## config.mk

```make
export PLATFORM = sky130hd
export DESIGN_NAME = booth_signed_multiplier_flat
export DESIGN_NICKNAME = d
export VERILOG_FILES = /design/src/design/bsm_pkg.sv /design/src/design/bsm_if.sv /design/src/design/booth_signed_multiplier.sv /design/src/flat_wrapper.sv
export SDC_FILE = /design/constraint.sdc
export NUM_CORES = 1
export LEC_CHECK = 0
export ABC_AREA = 1
export BUFFER_PORTS_ARGS = -buffer_cell sky130_fd_sc_hd__buf_2
export CORE_AREA = 5 5 154 156
export DETAILED_ROUTE_END_ITERATION = 8
export DIE_AREA = 0 0 159 161
export GPL_TIMING_DRIVEN = 0
export PLACE_DENSITY = 0.68
export SLEW_MARGIN = 0
export SYNTH_ARGS = -nofsm -noshare
export SYNTH_HDL_FRONTEND = slang
export SYNTH_SLANG_ARGS = --single-unit
```

## constraint.sdc

```tcl
create_clock -name clk -period 2.3 [get_ports clk]
set_input_delay 0.115 -clock clk [delete_from_list [all_inputs] [get_ports clk]]
set_output_delay 0.115 -clock clk [all_outputs]
set_load 0.01 [all_outputs]
```

## src/design/bsm_pkg.sv

```systemverilog
package bsm_pkg;

	localparam int DEFAULT_WIDTH = 8;

	typedef logic [1:0] booth_pair_t;

	localparam booth_pair_t BOOTH_SUB = 2'b10;
	localparam booth_pair_t BOOTH_ADD = 2'b01;

endpackage

```

## src/design/bsm_if.sv

```systemverilog
interface bsm_operand_if #(
	parameter int WIDTH = bsm_pkg::DEFAULT_WIDTH
);
	logic                    valid;
	logic                    ready;
	logic signed [WIDTH-1:0] multiplicand;
	logic signed [WIDTH-1:0] multiplier;

	modport source (output valid, output multiplicand, output multiplier, input ready);
	modport sink (input valid, input multiplicand, input multiplier, output ready);
endinterface

interface bsm_product_if #(
	parameter int WIDTH = bsm_pkg::DEFAULT_WIDTH
);
	logic                      valid;
	logic                      ready;
	logic signed [2*WIDTH-1:0] product;

	modport source (output valid, output product, input ready);
	modport sink (input valid, input product, output ready);
endinterface

```

## src/design/booth_signed_multiplier.sv

```systemverilog
// Signed radix-2 Booth multiplier: takes two WIDTH-bit two's complement operands and
// returns their exact 2*WIDTH-bit product. The WIDTH Booth steps are laid out as WIDTH
// pipeline stages, one add/subtract of WIDTH+1 bits each, so a new item is accepted every
// cycle unless a stalled output has filled every stage; its product is offered from the
// registers of the last stage. A stalled output holds the pipeline back stage by stage;
// empty stages still fill, so bubbles are squeezed out.
module booth_signed_multiplier #(
	parameter int WIDTH = bsm_pkg::DEFAULT_WIDTH
) (
	input logic            clk,
	input logic            arst_n,
	bsm_operand_if.sink    operands,
	bsm_product_if.source  result
);
	import bsm_pkg::*;

	logic                    v_s  [1:WIDTH];
	logic                    rdy  [1:WIDTH];
	logic signed [WIDTH:0]   a_s  [1:WIDTH];
	logic [WIDTH-1:0]        q_s  [1:WIDTH];
	logic                    qp_s [1:WIDTH-1];
	logic signed [WIDTH-1:0] m_s  [1:WIDTH-1];

	for (genvar k = 1; k <= WIDTH; k++) begin : g_stage
		logic signed [WIDTH:0]   a_src;
		logic [WIDTH-1:0]        q_src;
		logic                    qp_src;
		logic signed [WIDTH-1:0] m_src;
		logic                    v_src;
		logic signed [WIDTH:0]   m_ext;
		logic signed [WIDTH:0]   sum;

		if (k == 1) begin : g_first
			assign a_src  = '0;
			assign q_src  = operands.multiplier;
			assign qp_src = 1'b0;
			assign m_src  = operands.multiplicand;
			assign v_src  = operands.valid;
		end else begin : g_next
			assign a_src  = a_s[k-1];
			assign q_src  = q_s[k-1];
			assign qp_src = qp_s[k-1];
			assign m_src  = m_s[k-1];
			assign v_src  = v_s[k-1];
		end

		if (k == WIDTH) begin : g_rdy_last
			assign rdy[k] = !v_s[k] || result.ready;
		end else begin : g_rdy_mid
			assign rdy[k] = !v_s[k] || rdy[k+1];
		end

		assign m_ext = {m_src[WIDTH-1], m_src};

		always_comb begin
			case ({q_src[0], qp_src})
				BOOTH_SUB: sum = a_src - m_ext;
				BOOTH_ADD: sum = a_src + m_ext;
				default:   sum = a_src;
			endcase
		end

		always_ff @(posedge clk or negedge arst_n) begin
			if (!arst_n) begin
				v_s[k] <= 1'b0;
			end else if (rdy[k]) begin
				v_s[k] <= v_src;
			end
		end

		always_ff @(posedge clk) begin
			if (rdy[k] && v_src) begin
				a_s[k] <= sum >>> 1;
				q_s[k] <= {sum[0], q_src[WIDTH-1:1]};
			end
		end

		if (k < WIDTH) begin : g_carry
			always_ff @(posedge clk) begin
				if (rdy[k] && v_src) begin
					qp_s[k] <= q_src[0];
					m_s[k]  <= m_src;
				end
			end
		end
	end

	assign operands.ready = rdy[1];
	assign result.valid   = v_s[WIDTH];
	assign result.product = {a_s[WIDTH][WIDTH-1:0], q_s[WIDTH]};

	a_accept_enters: assert property (@(posedge clk) disable iff (!arst_n)
		operands.valid && operands.ready |=> v_s[1])
		else $error("accepted item did not enter the first stage");

	a_out_hold: assert property (@(posedge clk) disable iff (!arst_n)
		v_s[WIDTH] && !result.ready |=> v_s[WIDTH] && $stable(a_s[WIDTH]) && $stable(q_s[WIDTH]))
		else $error("output stage changed while stalled");

	a_top_sign: assert property (@(posedge clk) disable iff (!arst_n)
		v_s[WIDTH] |-> a_s[WIDTH][WIDTH] == a_s[WIDTH][WIDTH-1])
		else $error("product overflowed its 2*WIDTH bits");

	a_ready_chain: assert property (@(posedge clk) disable iff (!arst_n)
		!operands.ready |-> v_s[1] && v_s[WIDTH] && !result.ready)
		else $error("input stalled while the pipeline had room");

endmodule
```

## src/flat_wrapper.sv

```systemverilog
// flat-port wrapper written by rule: the top's interface ports become plain ports
module booth_signed_multiplier_flat import bsm_pkg::*;
#(
	parameter int WIDTH = bsm_pkg::DEFAULT_WIDTH
)
  (clk, arst_n, operands_valid, operands_multiplicand, operands_multiplier, operands_ready, result_valid, result_product, result_ready);
  bsm_operand_if #(.WIDTH(WIDTH)) operands_i ();
  bsm_product_if #(.WIDTH(WIDTH)) result_i ();
  input logic clk;
  input logic arst_n;
  input wire logic [$bits(operands_i.valid)-1:0] operands_valid;
  input wire logic [$bits(operands_i.multiplicand)-1:0] operands_multiplicand;
  input wire logic [$bits(operands_i.multiplier)-1:0] operands_multiplier;
  output wire logic [$bits(operands_i.ready)-1:0] operands_ready;
  output wire logic [$bits(result_i.valid)-1:0] result_valid;
  output wire logic [$bits(result_i.product)-1:0] result_product;
  input wire logic [$bits(result_i.ready)-1:0] result_ready;
  assign operands_i.valid = operands_valid;
  assign operands_i.multiplicand = operands_multiplicand;
  assign operands_i.multiplier = operands_multiplier;
  assign operands_ready = operands_i.ready;
  assign result_valid = result_i.valid;
  assign result_product = result_i.product;
  assign result_i.ready = result_ready;
  booth_signed_multiplier #(.WIDTH(WIDTH)) u_core (.clk(clk), .arst_n(arst_n), .operands(operands_i), .result(result_i));
endmodule
```

==> results by group <==
Outcome
  • Outcome: finished, violations left
  • Violated checks: negative setup slack

Global route
  • Antenna violations before repair: 0
  • Vias in the first global route: 8065
  • Tot GR Track Use: 17.6%
  • Total grt overflow: 0
  • Largest net degree at the start of global routing: 26
  • First-pass GRT wire length: 37.1 mm

Logic synthesis
  • Synth Instances: 1112
  • Most instantiated cells after synthesis: nand2_1, edfxtp_1, inv_1
  • Yosys top cell area share: 52.7%
  • Most frequent cell after synthesis: nand2_1
  • Mean area per synthesized cell: 9.78 um^2
  • #FFs+latches synth: 199
  • Mapped Nets: 1217
  • Synth area leaders: edfxtp_1, nand2_1, ha_1, inv_1, nor2_1
  • Async SR Flop Fraction: 4.02%
  • Top FF cell, synth: edfxtp_1
  • Cell taking the most area after synthesis: edfxtp_1
  • Distinct cells, synth: 31
  • Post-synthesis sequential area ratio: 54.6%
  • Mapped cell area: 10900 um^2
  • Post-synth EDFFs: 191
  • Synth warnings: 0

STA
  • Worst hold margin: 0.0481 ns
  • Layout Skew: 0.0113 ns
  • Slew HR: 37.1%
  • Slew Viols, Final: 0
  • Final Hold Vio Count: 0
  • Final period utilization: 105%
  • Post-layout min period: 2.41 ns
  • Setup repair after global routing missed its margin: yes
  • Final worst slack: -0.113 ns
  • Max Clk Rate: 414 MHz
  • Final Setup Violations: 10
  • Slew @ Worst Pin: 0.943 ns

Detailed routing
  • Routed len/inst: 15.5 um
  • Post-Route WL: 24.6 mm
  • DRT antenna net count: 0
  • Routed via count: 8387
  • DRC violations left: 0
  • DR pass1 iterations: 6
  • Initial DRC count: 475
  • Via density: 5.28

Power and ir drop
  • Leakage: 6.11 nW
  • PwrDens: 1260 nW/um^2
  • Peak supply drop: 0.000639 V

Setup path
  • Crit start category: flip-flop
  • RR Startpoint: u_core.m_s[2][2]
  • Most Frequent Cell on Critical Path: nand2_1
  • Crit path max-delay cell type: edfxtp_1
  • Max stage delay on crit path: 0.42 ns
  • Crit path capture type: flip-flop
  • CP Cell Sequence: inv_2 -> nand4_1 -> o31ai_2 -> xnor2_1 -> ha_1 -> a21o_1 -> nor2_2 -> nand2_1 -> nand2_2 -> nand3_2 -> nand2_1 -> nand2_1
  • Worst EP required: 2.48 ns
  • R2R setup slack: -0.11 ns
  • Reg2reg end: u_core.a_s[0][34]
  • Path depth of the worst reg2reg path: 12
  • WS Path Type: reg2reg
  • CP arrival: 2.60 ns
  • Critical Path Fanout Max: 3

Layout
  • Post-route cell area: 14400 um^2
  • Area Growth Syn to Fin: 32.1%
  • Post-route insts no fill: 1589
  • Layout cells sized above 1: 34.7%
  • Final net count: 1396
  • Ant. Diodes: 0
  • Layout fillers: 1642

Clocking
  • Sink Count: 199
  • TritonCTS clock tree: done
  • CTS Buf Count: 17
  • Clock root cell: clkbuf_16
  • H-tree Lvls: 4
  • Clk buf depth: 2
  • Clk slew on worst S/H paths: 0.08 ns
  • Clock latency on the worst-skew pair: 0.44 ns

Min path
  • Worst hold path class: in2async

Die
  • FP Rows: 55
  • I/O pin cnt: 38
  • Full die area: 25600 um^2
  • Chip height: 161 um
  • Core area: 22200 um^2
  • Initial core utilization: 49.0%
  • Die Wd: 159 um

Place
  • Gpl congestion: 0.887
  • Post-DP Area: 11500 um^2
  • DP HPWL: 15.8 mm
  • Placed insts: 1436
  • Placement Setup Slack: -0.349 ns
  • PortBufs: 37

Flow run
  • Max-cap violations: 0
state kept, by name (all words and copies together) (netlist names):
signal and count:
u_core.a_s 64, u_core.q_s 64, u_core.m_s 56, u_core.g_stage.v_src 7
u_core.qp_s 7, u_core.result.valid 1
per-layer routing:
layer / part of all wire (%) / GRT usage [%] / vias to the layer above
met1: 39 / 19.9 / 3983
met2: 55 / 33.0 / 208
met5: 0 / 0 / -
li1: - / - / 4124
met4: 3.2 / 7.06 / 0
met3: 3.4 / 2.76 / 72
area by class of cell:
type	instances	area, um^2	area share (%)
flip-flops and latches	199	5940	41.3
multi-input cells	752	5570	38.8
repair buffers	162	1270	8.82
inverters	144	547	3.80
clock buffers	17	425	2.96
well taps	285	357	2.48
clock inverters	15	179	1.24
plain buffers	15	87.6	0.609
worst max-delay path: cells and delay by family, from the launching register on:
kind | cells | cell delay (ns)
flip-flops | 1 | 0.42
AND/OR/NAND/NOR | 7 | 0.66
AO/OA/AOI/OAI | 2 | 0.46
buffers and inverters | 1 | 0.14
adder cells (fa/ha/maj) | 1 | 0.36
XOR/XNOR | 1 | 0.12
through the flow:
step	power (mW)	utilization, %	setup TNS, ns
2_1_floorplan	10.7	-	0
3_3_place_gp	12.1	51.4	-13.96
3_5_place_dp	12.3	51.6	-5.47
4_1_cts	16.3	59.3	-0.344
5_1_grt	19.4	64.7	-3.99
6_report	18.0	64.7	-0.719
power by group:
part / leakage [nW] / internal (mW) / switching (mW)
registers: 1.96 / 5.42 / 0.646
logic: 3.86 / 3.94 / 5.06
clock network: 0.291 / 1.47 / 1.50
cells in the final DEF (no fill, tap or decap), drive strengths merged:
master,netlist,layout
nor3,6,6
a21oi,70,70
o31ai,6,6
edfxtp,191,191
a21o,4,4
nand4,15,15
nor2,98,98
fa,7,7
nand3,61,61
clkinvlp,0,2
buf,9,152
ha,78,78
dfrtp,8,8
o21a,7,7
clkinv,1,9
a31oi,3,3
nand2,275,275
dlygate4sd3,0,19
inv,143,148
clkbuf,8,23
xnor2,22,22
a41oi,1,1
xor2,26,26
nand3b,8,8
o21ai,63,63
mux2,2,2
how the worst max path moves through the flow:
| stage | startpoint | endpoint | slack (ns) |
|---|---|---|---|
| after floorplan | u_core.m_s[1][0] | u_core.a_s[0][25] | 0.07 |
| after global placement | u_core.m_s[3][0] | u_core.a_s[0][43] | -0.30 |
| after detailed placement | u_core.q_s[0][16] | u_core.a_s[0][34] | -0.35 |
| after CTS | u_core.m_s[2][0] | u_core.a_s[0][34] | -0.09 |
| after global routing | u_core.m_s[7][1] | u_core.a_s[0][79] | -0.30 |
| final | u_core.m_s[2][2] | u_core.a_s[0][34] | -0.11 |
timing repair:
item | in CTS | in global routing
hold endpoints to repair | 34 | 0
gates resized for setup | 138 | 210
endpoints found under the setup margin | 35 | 60
pin swaps | 75 | 173
cloned | 0 | 0
buffers inserted | 59 | 46
hold buffers | 19 | 0
logic make-up after synthesis:
kind of cell             Yosys count  synth area share [%]
multiplexers                       2                 0.207
AND/OR/NAND/NOR                  463                  17.7
AO/OA/AOI/OAI                    154                  7.54
XOR/XNOR                          48                  3.86
buffers and inverters            161                  5.84
flip-flops                       199                  54.6
adder cells (fa/ha/maj)           85                  10.3
Power figures use the tool's default switching activity.
